--- config.mk ---
export PLATFORM = sky130hd
export DESIGN_NAME = touch_boost_frequency_floor_core_flat
export DESIGN_NICKNAME = d
export VERILOG_FILES = /design/src/hdl/tbff_pkg.sv /design/src/hdl/tbff_if.sv /design/src/hdl/touch_boost_frequency_floor_core.sv /design/src/flat_wrapper.sv
export SDC_FILE = /design/constraint.sdc
export NUM_CORES = 1
export LEC_CHECK = 0
export BUFFER_PORTS_ARGS = -buffer_cell sky130_fd_sc_hd__buf_2
export CAP_MARGIN = 30
export CORE_AREA = 2 2 215 217
export DETAILED_ROUTE_END_ITERATION = 8
export DIE_AREA = 0 0 217 219
export PLACE_DENSITY = 0.75
export SLEW_MARGIN = 40
export SYNTH_ARGS = -nofsm -noshare
export SYNTH_HDL_FRONTEND = slang
export SYNTH_SLANG_ARGS = --single-unit
--- constraint.sdc ---
create_clock -name i_clk -period 8.95 [get_ports i_clk]
set_input_delay 1.3425 -clock i_clk [delete_from_list [all_inputs] [get_ports i_clk]]
set_output_delay 1.3425 -clock i_clk [all_outputs]
set_load 0.01 [all_outputs]
--- src/hdl/tbff_pkg.sv ---
// Package with the shared types and constants of the touch boost frequency floor block.
`timescale 1ns / 1ps
`default_nettype none
package tbff_pkg;

    localparam int unsigned KHZ_W     = 24;
    localparam int unsigned PCT_W     = 7;
    localparam int unsigned MS_W      = 16;
    localparam int unsigned CFG_IDX_W = 4;
    localparam int unsigned CFG_DAT_W = 16;

    // Item kinds carried in the action field.
    typedef enum logic [1:0] {
        ACT_TICK  = 2'd0,
        ACT_TOUCH = 2'd1,
        ACT_QUERY = 2'd2
    } t_action;

    // Configuration register indexes.
    localparam logic [CFG_IDX_W-1:0] CFG_ENABLE   = 4'd0;
    localparam logic [CFG_IDX_W-1:0] CFG_PERCENT  = 4'd1;
    localparam logic [CFG_IDX_W-1:0] CFG_DURATION = 4'd2;
    localparam logic [CFG_IDX_W-1:0] CFG_THROTTLE = 4'd3;

    localparam logic             RST_ENABLE   = 1'b1;
    localparam logic [PCT_W-1:0] RST_PERCENT  = 7'd65;
    localparam logic [MS_W-1:0]  RST_DURATION = 16'd200;
    localparam logic [MS_W-1:0]  RST_THROTTLE = 16'd50;

    // Division by 100 of a 24-bit value: multiply by ceil(2^37 / 100) and keep
    // the bits from 37 up. The constant is exact for every 32-bit dividend.
    localparam int unsigned              DIV100_MUL_W = 31;
    localparam logic [DIV100_MUL_W-1:0]  DIV100_MUL   = 31'd1374389535;
    localparam int unsigned              DIV100_SHIFT = 37;
    localparam int unsigned              PROD_W       = KHZ_W + DIV100_MUL_W;
    localparam int unsigned              QUOT_W       = 18;
    localparam int unsigned              TARGET_W     = QUOT_W + PCT_W;

endpackage
`default_nettype wire

--- src/hdl/tbff_if.sv ---
// Handshake channel interfaces for the input items, the result items and the register writes.
`timescale 1ns / 1ps
`default_nettype none
interface tbff_in_if;
    logic                         valid;
    logic                         ready;
    logic [1:0]                   action;
    logic [tbff_pkg::KHZ_W-1:0]   policy_max_khz;
    logic [tbff_pkg::KHZ_W-1:0]   hw_min_khz;
    logic [tbff_pkg::KHZ_W-1:0]   policy_min_khz;

    modport source (
        output valid, action, policy_max_khz, hw_min_khz, policy_min_khz,
        input  ready
    );
    modport sink (
        input  valid, action, policy_max_khz, hw_min_khz, policy_min_khz,
        output ready
    );
endinterface

interface tbff_out_if;
    logic                         valid;
    logic                         ready;
    logic [tbff_pkg::KHZ_W-1:0]   new_min_khz;
    logic                         boosting;
    logic                         update_request;
    logic                         touch_taken;

    modport source (
        output valid, new_min_khz, boosting, update_request, touch_taken,
        input  ready
    );
    modport sink (
        input  valid, new_min_khz, boosting, update_request, touch_taken,
        output ready
    );
endinterface

interface tbff_cfg_if;
    logic                             valid;
    logic                             ready;
    logic [tbff_pkg::CFG_IDX_W-1:0]   index;
    logic [tbff_pkg::CFG_DAT_W-1:0]   data;

    modport source (
        output valid, index, data,
        input  ready
    );
    modport sink (
        input  valid, index, data,
        output ready
    );
endinterface
`default_nettype wire

--- src/hdl/touch_boost_frequency_floor_core.sv ---
// Top level of the touch boost frequency floor block: timers, boost state and floor pipeline.
`timescale 1ns / 1ps
`default_nettype none
// Usage:
// Items arrive on i_in (tick, touch or policy query) with a valid/ready handshake,
// and each accepted item yields exactly one result item on o_out. Registers are
// written through i_cfg, which is always ready; write them only while no item
// is in flight.
// Timers and boost state update at the edge where an item is accepted. The
// floor for a query goes through two register stages: the first holds the
// policy maximum divided by 100 (a reciprocal multiply), the second scales it
// by the percent and clamps it. A result item becomes valid once its item has moved
// from the first stage into the output stage, and one item per cycle is sustained
// while the receiver keeps o_out.ready high.
// When the receiver holds o_out.ready low the two stages fill and then i_in.ready
// drops; nothing is lost or repeated. An empty output stage always accepts.
// Synchronous reset (i_rst_n low) loads the register defaults (enabled, 65
// percent, 200 ms boost, 50 ms throttle), ends any boost, clears both timers
// and empties the pipeline.
module touch_boost_frequency_floor_core (
    input  wire logic   i_clk,
    input  wire logic   i_rst_n,
    tbff_in_if.sink     i_in,
    tbff_cfg_if.sink    i_cfg,
    tbff_out_if.source  o_out
);
    import tbff_pkg::*;

    // Configuration registers.
    logic             r_enable;
    logic [PCT_W-1:0] r_percent;
    logic [MS_W-1:0]  r_duration;
    logic [MS_W-1:0]  r_throttle;

    // Block state.
    logic             r_boost_active, n_boost_active;
    logic [MS_W-1:0]  r_boost_left,   n_boost_left;
    logic [MS_W-1:0]  r_throttle_left, n_throttle_left;

    // First stage.
    logic              r1_valid;
    logic              r1_boost_query;
    logic              r1_boosting;
    logic              r1_update;
    logic              r1_taken;
    logic [KHZ_W-1:0]  r1_pmin;
    logic [KHZ_W-1:0]  r1_pmax;
    logic [KHZ_W-1:0]  r1_hwmin;
    logic [QUOT_W-1:0] r1_quot;

    // Output stage.
    logic              r_out_valid;
    logic [KHZ_W-1:0]  r_new_min;
    logic              r_boosting;
    logic              r_update;
    logic              r_taken;

    logic              in_accept;
    logic              cfg_accept;
    logic              advance;
    logic              n_update;
    logic              n_taken;
    logic              is_query;
    logic [PROD_W-1:0] div_prod;
    logic [TARGET_W-1:0] target;
    logic [TARGET_W-1:0] raised;
    logic [KHZ_W-1:0]  floor_khz;

    assign advance    = !r_out_valid || o_out.ready;
    assign i_in.ready = !r1_valid || advance;
    assign in_accept  = i_in.valid && i_in.ready;
    assign i_cfg.ready = 1'b1;
    assign cfg_accept = i_cfg.valid && i_cfg.ready;

    // Next state of the timers and the boost flag for an accepted item.
    always_comb begin
        n_boost_active  = r_boost_active;
        n_boost_left    = r_boost_left;
        n_throttle_left = r_throttle_left;
        n_update        = 1'b0;
        n_taken         = 1'b0;
        is_query        = 1'b0;
        unique case (i_in.action)
            ACT_TICK: begin
                if (r_throttle_left != '0) begin
                    n_throttle_left = r_throttle_left - MS_W'(1);
                end
                if (r_boost_active) begin
                    if (r_boost_left <= MS_W'(1)) begin
                        n_boost_left   = '0;
                        n_boost_active = 1'b0;
                        n_update       = 1'b1;
                    end else begin
                        n_boost_left = r_boost_left - MS_W'(1);
                    end
                end
            end
            ACT_TOUCH: begin
                if (r_enable && r_throttle_left == '0) begin
                    n_taken         = 1'b1;
                    n_throttle_left = r_throttle;
                    n_boost_left    = r_duration;
                    if (!r_boost_active) begin
                        n_boost_active = 1'b1;
                        n_update       = 1'b1;
                    end
                end
            end
            ACT_QUERY: begin
                is_query = 1'b1;
            end
            default: begin
            end
        endcase
    end

    always_ff @(posedge i_clk) begin
        if (!i_rst_n) begin
            r_enable        <= RST_ENABLE;
            r_percent       <= RST_PERCENT;
            r_duration      <= RST_DURATION;
            r_throttle      <= RST_THROTTLE;
            r_boost_active  <= 1'b0;
            r_boost_left    <= '0;
            r_throttle_left <= '0;
        end else begin
            if (in_accept) begin
                r_boost_active  <= n_boost_active;
                r_boost_left    <= n_boost_left;
                r_throttle_left <= n_throttle_left;
            end
            if (cfg_accept) begin
                unique case (i_cfg.index)
                    CFG_ENABLE: begin
                        r_enable <= i_cfg.data[0];
                        if (!i_cfg.data[0]) begin
                            r_boost_active  <= 1'b0;
                            r_boost_left    <= '0;
                            r_throttle_left <= '0;
                        end
                    end
                    CFG_PERCENT:  r_percent  <= i_cfg.data[PCT_W-1:0];
                    CFG_DURATION: r_duration <= i_cfg.data[MS_W-1:0];
                    CFG_THROTTLE: r_throttle <= i_cfg.data[MS_W-1:0];
                    default: begin
                    end
                endcase
            end
        end
    end

    // Policy maximum divided by 100.
    assign div_prod = PROD_W'(i_in.policy_max_khz) * PROD_W'(DIV100_MUL);

    always_ff @(posedge i_clk) begin
        if (!i_rst_n) begin
            r1_valid <= 1'b0;
        end else if (in_accept) begin
            r1_valid <= 1'b1;
        end else if (advance) begin
            r1_valid <= 1'b0;
        end
    end

    always_ff @(posedge i_clk) begin
        if (in_accept) begin
            r1_boost_query <= is_query && r_boost_active;
            r1_boosting    <= n_boost_active;
            r1_update      <= n_update;
            r1_taken       <= n_taken;
            r1_pmin        <= is_query ? i_in.policy_min_khz : '0;
            r1_pmax        <= i_in.policy_max_khz;
            r1_hwmin       <= i_in.hw_min_khz;
            r1_quot        <= div_prod[DIV100_SHIFT +: QUOT_W];
        end
    end

    // Scale by the percent, raise to the hardware minimum, cap at the maximum.
    always_comb begin
        target = TARGET_W'(r1_quot) * TARGET_W'(r_percent);
        raised = (target < TARGET_W'(r1_hwmin)) ? TARGET_W'(r1_hwmin) : target;
        floor_khz = (raised > TARGET_W'(r1_pmax)) ? r1_pmax : raised[KHZ_W-1:0];
    end

    always_ff @(posedge i_clk) begin
        if (!i_rst_n) begin
            r_out_valid <= 1'b0;
        end else if (advance) begin
            r_out_valid <= r1_valid;
        end
    end

    always_ff @(posedge i_clk) begin
        if (advance && r1_valid) begin
            r_new_min  <= r1_boost_query ? floor_khz : r1_pmin;
            r_boosting <= r1_boosting;
            r_update   <= r1_update;
            r_taken    <= r1_taken;
        end
    end

    assign o_out.valid          = r_out_valid;
    assign o_out.new_min_khz    = r_new_min;
    assign o_out.boosting       = r_boosting;
    assign o_out.update_request = r_update;
    assign o_out.touch_taken    = r_taken;

    // A taken touch always leaves a boost running.
    a_taken_boosts: assert property (@(posedge i_clk) disable iff (!i_rst_n)
        (o_out.valid && o_out.touch_taken) |-> o_out.boosting)
        else $error("touch taken without an active boost");

    // An update that is not from a touch is the end of a boost.
    a_update_end: assert property (@(posedge i_clk) disable iff (!i_rst_n)
        (o_out.valid && o_out.update_request && !o_out.touch_taken) |-> !o_out.boosting)
        else $error("boost end reported while still boosting");

    // A disabled block holds no boost and no running timers.
    a_disabled_idle: assert property (@(posedge i_clk) disable iff (!i_rst_n)
        !r_enable |-> (!r_boost_active && r_boost_left == '0 && r_throttle_left == '0))
        else $error("state left over while disabled");

    // The boost timer is zero whenever no boost runs.
    a_idle_timer: assert property (@(posedge i_clk) disable iff (!i_rst_n)
        !r_boost_active |-> (r_boost_left == '0))
        else $error("boost timer running without a boost");

    // An empty output stage never blocks the input.
    a_ready_when_empty: assert property (@(posedge i_clk) disable iff (!i_rst_n)
        !r_out_valid |-> i_in.ready)
        else $error("input stalled with empty output stage");

endmodule
`default_nettype wire

--- src/flat_wrapper.sv ---
// flat-port wrapper written by rule: the top's interface ports become plain ports
module touch_boost_frequency_floor_core_flat import tbff_pkg::*;
  (i_clk, i_rst_n, i_in_valid, i_in_action, i_in_policy_max_khz, i_in_hw_min_khz, i_in_policy_min_khz, i_in_ready, i_cfg_valid, i_cfg_index, i_cfg_data, i_cfg_ready, o_out_valid, o_out_new_min_khz, o_out_boosting, o_out_update_request, o_out_touch_taken, o_out_ready);
  tbff_in_if i_in_i ();
  tbff_cfg_if i_cfg_i ();
  tbff_out_if o_out_i ();
  input  wire logic i_clk;
  input  wire logic i_rst_n;
  input wire logic [$bits(i_in_i.valid)-1:0] i_in_valid;
  input wire logic [$bits(i_in_i.action)-1:0] i_in_action;
  input wire logic [$bits(i_in_i.policy_max_khz)-1:0] i_in_policy_max_khz;
  input wire logic [$bits(i_in_i.hw_min_khz)-1:0] i_in_hw_min_khz;
  input wire logic [$bits(i_in_i.policy_min_khz)-1:0] i_in_policy_min_khz;
  output wire logic [$bits(i_in_i.ready)-1:0] i_in_ready;
  input wire logic [$bits(i_cfg_i.valid)-1:0] i_cfg_valid;
  input wire logic [$bits(i_cfg_i.index)-1:0] i_cfg_index;
  input wire logic [$bits(i_cfg_i.data)-1:0] i_cfg_data;
  output wire logic [$bits(i_cfg_i.ready)-1:0] i_cfg_ready;
  output wire logic [$bits(o_out_i.valid)-1:0] o_out_valid;
  output wire logic [$bits(o_out_i.new_min_khz)-1:0] o_out_new_min_khz;
  output wire logic [$bits(o_out_i.boosting)-1:0] o_out_boosting;
  output wire logic [$bits(o_out_i.update_request)-1:0] o_out_update_request;
  output wire logic [$bits(o_out_i.touch_taken)-1:0] o_out_touch_taken;
  input wire logic [$bits(o_out_i.ready)-1:0] o_out_ready;
  assign i_in_i.valid = i_in_valid;
  assign i_in_i.action = i_in_action;
  assign i_in_i.policy_max_khz = i_in_policy_max_khz;
  assign i_in_i.hw_min_khz = i_in_hw_min_khz;
  assign i_in_i.policy_min_khz = i_in_policy_min_khz;
  assign i_in_ready = i_in_i.ready;
  assign i_cfg_i.valid = i_cfg_valid;
  assign i_cfg_i.index = i_cfg_index;
  assign i_cfg_i.data = i_cfg_data;
  assign i_cfg_ready = i_cfg_i.ready;
  assign o_out_valid = o_out_i.valid;
  assign o_out_new_min_khz = o_out_i.new_min_khz;
  assign o_out_boosting = o_out_i.boosting;
  assign o_out_update_request = o_out_i.update_request;
  assign o_out_touch_taken = o_out_i.touch_taken;
  assign o_out_i.ready = o_out_ready;
  touch_boost_frequency_floor_core u_core (.i_clk(i_clk), .i_rst_n(i_rst_n), .i_in(i_in_i), .i_cfg(i_cfg_i), .o_out(o_out_i));
endmodule
==> metrics.txt, run 1 <==
crit path launch u_core.r1_quot[5]; drt drc 0; crit path max-delay cell type fa_1; final worst slack -0.0921 ns; top cells by area, synth fa_1, ha_1, edfxtp_1; xor-xnor portion of the synthesized cell area under 10%; Critical Path RT between 9 and 10 ns; WL per Instance 20.2 um; Die Height between 200 and 250 um; Rows around 80; initial antenna violation count 0; Sink Count ~200; fillers approximately 3.7k; status finished with violations; Setup crit end kind flip-flop; nets around 3.5k; Max Slew Vio Count 0; largest net degree at the start of global routing between 70 and 80; Via density about 5.7; Ys Warns 0; crit path launch type flip-flop; hold_sp u_core.r1_boosting; R2R Setup Slk -0.09 ns; Multi-input gate area 0.0177 mm^2; worst rel slew slack between 30% and 40%; worst r2r dst u_core.o_out.new_min_khz[22]; final hold vios 0; reg2reg start u_core.r1_quot[5]; Yosys cell types 75; layout cells sized above 1 14.2%; largest family of logic cells by synthesized area adder cells; Yosys top cell area share about 27%; Post-Syn Area 0.0247 mm^2; area grow syn2layout 12.8%; vias in the first global route 19.7k; placed wire-length estimate between 50 and 60 mm; max-cap violation count 0; CP arrival about 9 ns; H-Tree Depth 4; initial DRC count between 1k and 1.5k; Min-Delay Endpoint u_core.o_out.boosting; largest area contributor in the netlist fa_1; Skew-Pair Late Insertion Delay between 0.4 and 0.5 ns; setup TNS -0.974 ns; failing checks setup timing; first-pass GRT wire length 105 mm; Top FF cell, synth edfxtp_1; grt ovf 0; hold depth 0; Clock Skew about 0.013 ns; FFs w/ async S/R, synth 0%; # setup viols final 22; CTS tree done; Routed WL roughly 67 mm; Initial Util around 55%; Period minus WS final between 9 and 10 ns; Worst-path clk slew 0.08 ns; # IOs ~130; Synth Area in Compound Gates between 10% and 20%; vias 18.8k; mean post-synth cell area 9.90 um^2; Final Cycle Share 101%; EDFF count, synth around 120; FF+latch count, synth 196; worst setup path category reg -> reg; Mapped Cells around 2.5k; Final ANT Viol Nets 0; first-pass detailed-route iteration total 5; Post-Synth Simple-Gate Area 11.0%; die area around 0.048 mm^2; Hold Path Class reg -> reg; die width around 220 um; mux cell area share after synthesis around 1.8%; slowest stage delay, CP between 0.5 and 0.6 ns; R2R cell count 35; cts bufs inserted 17; clk buf depth 2; adder-cell area share of the yosys netlist 44.8%; Fmax between 100 and 150 MHz; CORE AREA 0.0451 mm^2; RSZ-0062 raised after global routing true; port bufs 127; GRT Resource Usage Total 28.8%; Max FO, Critical Path 7; Final Wtd Congestion 1.06; CTS root buffer clkbuf_16; sequential area share after synthesis between 20% and 30%; Register Area roughly 0.005 mm^2; worst slew pin tran 0.923 ns; Syn Nets about 3.3k
-- cell families (layout without fill, tap and decap cells) --
family,count (synthesis),after routing
buf+inv,583,811
other cells,1,2
xor+xnor,48,48
compound gates,396,396
fa+ha+maj,686,686
flops,196,196
mux,35,35
simple gates,549,550
-- through the flow --
stage               hold WS [ns]  setup slack (ns)  utilization [%]  instances  area, um^2
floorplan                  0.400            0.0186                -       2494       24700
finish                     0.423           -0.0921             61.8       3324       27900
CTS                        0.426           0.00943             61.1       3311       27600
global placement           0.408            -0.228             59.0       3263       26600
detailed placement         0.407            -0.430             59.1       3263       26600
global route               0.431            -0.304             61.8       3323       27900
-- placed cells by master, fill, tap and decap left out, types with 18 or more instances in the layout --
cell type,count
o2bb2ai_1,18
buf_2,127
xor2_1,21
and2_1,115
inv_1,525
clkbuf_16,19
xnor2_1,24
ha_1,346
edfxtp_1,121
fa_1,331
nand2_1,192
nor2_1,81
a21boi_0,26
dfxtp_1,73
nor3_1,26
a21oi_1,96
buf_4,103
mux2_4,20
a21o_1,63
o21ai_0,60
nand3_1,33
-- cell type report --
class | count | share of cell area (%)
tap | 600 | 2.70
inverter | 534 | 7.20
multi-input combinational | 1716 | 63.7
antenna | 1 | 0.00898
clock buffer | 17 | 1.53
sequential | 196 | 18.4
clock inverter | 15 | 0.642
timing repair buffer | 245 | 5.79
-- cells in the mapped netlist, types with 34 or more instances --
master / count
dfxtp_1: 75
inv_1: 533
a21oi_1: 107
ha_1: 355
edfxtp_1: 121
o21ai_0: 63
a21o_1: 64
nand2_1: 192
clkbuf_1: 42
fa_1: 331
nor2_1: 85
nand3_1: 34
and2_1: 119
-- per-layer routing --
metal / global-route usage (%) / wire length (um) / share of wire, % / vias to the layer above
met5: 0 / 0 / 0 / -
met4: 11.1 / 2430 / 3.6 / 0
met3: 4.09 / 4740 / 7.0 / 146
met2: 48.3 / 32000 / 48 / 760
met1: 38.0 / 28000 / 42 / 9299
li1: - / - / - / 8612
-- flip-flops by register name (all words and copies together) (netlist names), 7 cells and up --
signal                    count
u_core.r_boost_left          16
u_core.r1_hwmin              24
u_core.r_throttle            16
u_core.r_percent              7
u_core.r1_pmax               24
u_core.r_throttle_left       16
u_core.o_out.new_min_khz     24
u_core.r1_quot               18
u_core.r_duration            16
u_core.r1_pmin               24
-- critical path, delay by kind of cell (launching register included) --
family | cells | cell delay [ns]
compound gates | 13 | 3.20
xor+xnor | 1 | 0.18
fa+ha+maj | 7 | 2.84
buf+inv | 7 | 0.86
flops | 1 | 0.43
mux | 1 | 0.33
simple gates | 6 | 0.97
-- worst max-delay path by stage --
stage / end / slack, ns / cells past startpoint
2_1_floorplan: u_core.o_out.new_min_khz[22] / 0.02 / 37
3_3_place_gp: u_core.o_out.new_min_khz[4] / -0.23 / 37
3_5_place_dp: u_core.o_out.new_min_khz[22] / -0.43 / 37
4_1_cts: u_core.o_out.new_min_khz[14] / 0.009 / 37
5_1_grt: u_core.o_out.new_min_khz[0] / -0.30 / 36
6_report: u_core.o_out.new_min_khz[22] / -0.09 / 35
-- repair_timing --
| action | 4_1_cts | 5_1_grt |
|---|---|---|
| buffers inserted | 15 | 9 |
| pin swaps | 32 | 34 |
| endpoints found under the setup margin | 24 | 24 |
| gates cloned | 2 | 2 |
| hold buffers | 0 | 0 |
| gates resized for setup | 34 | 40 |
Power of run 1 is not shown: default switching activity piles up to over one toggle a cycle in this logic, so the estimate is an artifact.
==> run 2: changes to the inputs <==
--- a/config.mk
+++ b/config.mk
@@ -10,7 +10,7 @@
 export CORE_AREA = 2 2 215 217
 export DETAILED_ROUTE_END_ITERATION = 8
 export DIE_AREA = 0 0 217 219
-export PLACE_DENSITY = 0.75
+export PLACE_DENSITY = 0.8
 export SLEW_MARGIN = 40
 export SYNTH_ARGS = -nofsm -noshare
 export SYNTH_HDL_FRONTEND = slang
==> run 2 against run 1 <==
The flow now finishes without violations. Global-route usage is 0.83 points lower. First-iteration DRC count shrank 1.5%. Register-to-register slack improved by 0.15 ns. Final area barely moved. Routed wire length shrank 3.1%. Sequential share of layout area about the same. Die area did not move. Fmax grew 1.7%. Worst hold slack gained 0.00077 ns. Sequential cell count unchanged. Clock skew increased by 0.0054 ns. Critical path type unchanged. Critical endpoint is now u_core.o_out.new_min_khz[4]. Largest cell class unchanged. Highest routed layer unchanged.
==> metrics.txt, run 2 (synthesized netlist as in run 1, its figures left out) <==
Final Wtd Congestion ~1; first-pass detailed-route iteration total 7; crit path max-delay cell type fa_1; worst rel slew slack 45.4%; WL per Instance approximately 20 um; GRT Resource Usage Total between 20 and 30%; Critical Path RT between 9 and 10 ns; max-cap violation count 0; GRT met2 Usage 47.3%; vias in the first global route 19.4k; met3 global-route usage approximately 4.3%; Finished Layout Cells ~3.3k; GR peak layer met2; Sink Count 196; Max Slew Vio Count 0; most frequent cells in the layout inv_1, ha_1, fa_1, nand2_1, buf_2; worst r2r dst u_core.o_out.new_min_khz[4]; cts bufs inserted 17; CP dominant cell by count fa_1; worst setup path category reg -> reg; RSZ-0062 raised after global routing true; vias approximately 19k; hold_sp u_core.r1_update; Via density approximately 5.6; initial DRC count about 1.5k; Routed WL around 65 mm; die area 0.0475 mm^2; DP Cell Count 3267; Rows slightly below 80; Fmax ~110 MHz; Worst-path clk slew about 0.08 ns; CP arrival a little over 9 ns; Max FO, Critical Path 8; Skew-Pair Late Insertion Delay 0.47 ns; clk buf depth 2; slowest stage delay, CP roughly 0.54 ns; port bufs around 130; drt drc 0; area grow syn2layout 12.7%; Hold Path Class reg -> reg; reg2reg start u_core.r1_quot[6]; Min-Delay Endpoint u_core.o_out.update_request; first-pass GRT wire length between 100 and 150 mm; CORE AREA 0.0451 mm^2; largest net degree at the start of global routing between 80 and 90; antenna fix cells 0; placed wire-length estimate approximately 54 mm; # IOs about 130; nets around 3.5k; CTS tree done; GR Util met1 between 30% and 40%; status finished, final reports clean; initial antenna violation count 0; hold depth 0; CTS root buffer clkbuf_16; WP buf/inv 7; R2R cell count 34; grt ovf 0; Final ANT Viol Nets 0; Die Height 219 um; crit path launch type flip-flop; final hold vios 0; H-Tree Depth 4; R2R Setup Slk roughly 0.062 ns; commonest non-fill, non-tap cell in the layout inv_1; die width between 200 and 250 um; Setup crit end kind flip-flop; critical path's top delay family adder cells; worst slew pin tran between 0.8 and 0.9 ns; Period minus WS final 8.89 ns; fillers around 3.6k; # setup viols final 0; layout cells sized above 1 13.8%; Clock Skew 0.0180 ns; Initial Util between 50% and 60%; Final Cycle Share between 90% and 100%
-- run 2: cell count changes in the layout (fill, tap and decap cells not counted), sizes merged --
| cell | change |
|---|---|
| buf | -5 |
| inv | +3 |
| clkbuf | -2 |
| clkinv | -3 |
| bufbuf | +1 |
| diode | -1 |
| and2 | -1 |
-- run 2: metal layers --
layer / part of all wire (%) / routed length [um]
met3: 7.1 / 4640
met4: 2.8 / 1810
met2: 48 / 31200
met5: 0 / 0
met1: 42 / 27500
-- run 2: cell type report --
type,instances,area (um^2),share of cell area [%]
clock inverter,15,206,0.742
inverter,534,2010,7.21
sequential,196,5140,18.5
tap,600,751,2.70
clock buffer,17,425,1.53
multi-input combinational,1715,17700,63.6
timing repair buffer,239,1600,5.75
-- run 2: worst max path at each step --
stage,start,to,slack [ns],depth (start not counted)
after floorplan,u_core.r1_quot[3],u_core.o_out.new_min_khz[22],0.02,37
after global placement,u_core.r1_quot[3],u_core.o_out.new_min_khz[16],-0.19,38
after detailed placement,u_core.r1_quot[3],u_core.o_out.new_min_khz[22],-0.37,35
after CTS,u_core.r1_quot[3],u_core.o_out.new_min_khz[4],0.03,36
after global routing,u_core.r1_quot[5],u_core.o_out.new_min_khz[16],-0.31,36
final,u_core.r1_quot[6],u_core.o_out.new_min_khz[4],0.06,34
-- run 2: through the flow --
| step | hold slack (ns) | cell area, um^2 | setup slack [ns] | utilization [%] | setup TNS [ns] |
|---|---|---|---|---|---|
| finish | 0.424 | 27800 | 0.0623 | 61.7 | 0 |
| global route | 0.437 | 27800 | -0.314 | 61.7 | -6.58 |
| CTS | 0.426 | 27600 | 0.0253 | 61.3 | 0 |
| detailed placement | 0.407 | 26700 | -0.366 | 59.2 | -7.19 |
| global placement | 0.409 | 26700 | -0.191 | 59.1 | -3.36 |
| floorplan | 0.400 | 24700 | 0.0186 | - | 0 |
-- run 2: what timing repair did --
item / in CTS / in global routing
hold buffers: 0 / 0
setup endpoints to repair: 24 / 24
pin swaps: 30 / 30
setup buffers: 10 / 6
gates resized for setup: 42 / 26
gates cloned: 1 / 0
Power of run 2 is left out for the same reason.
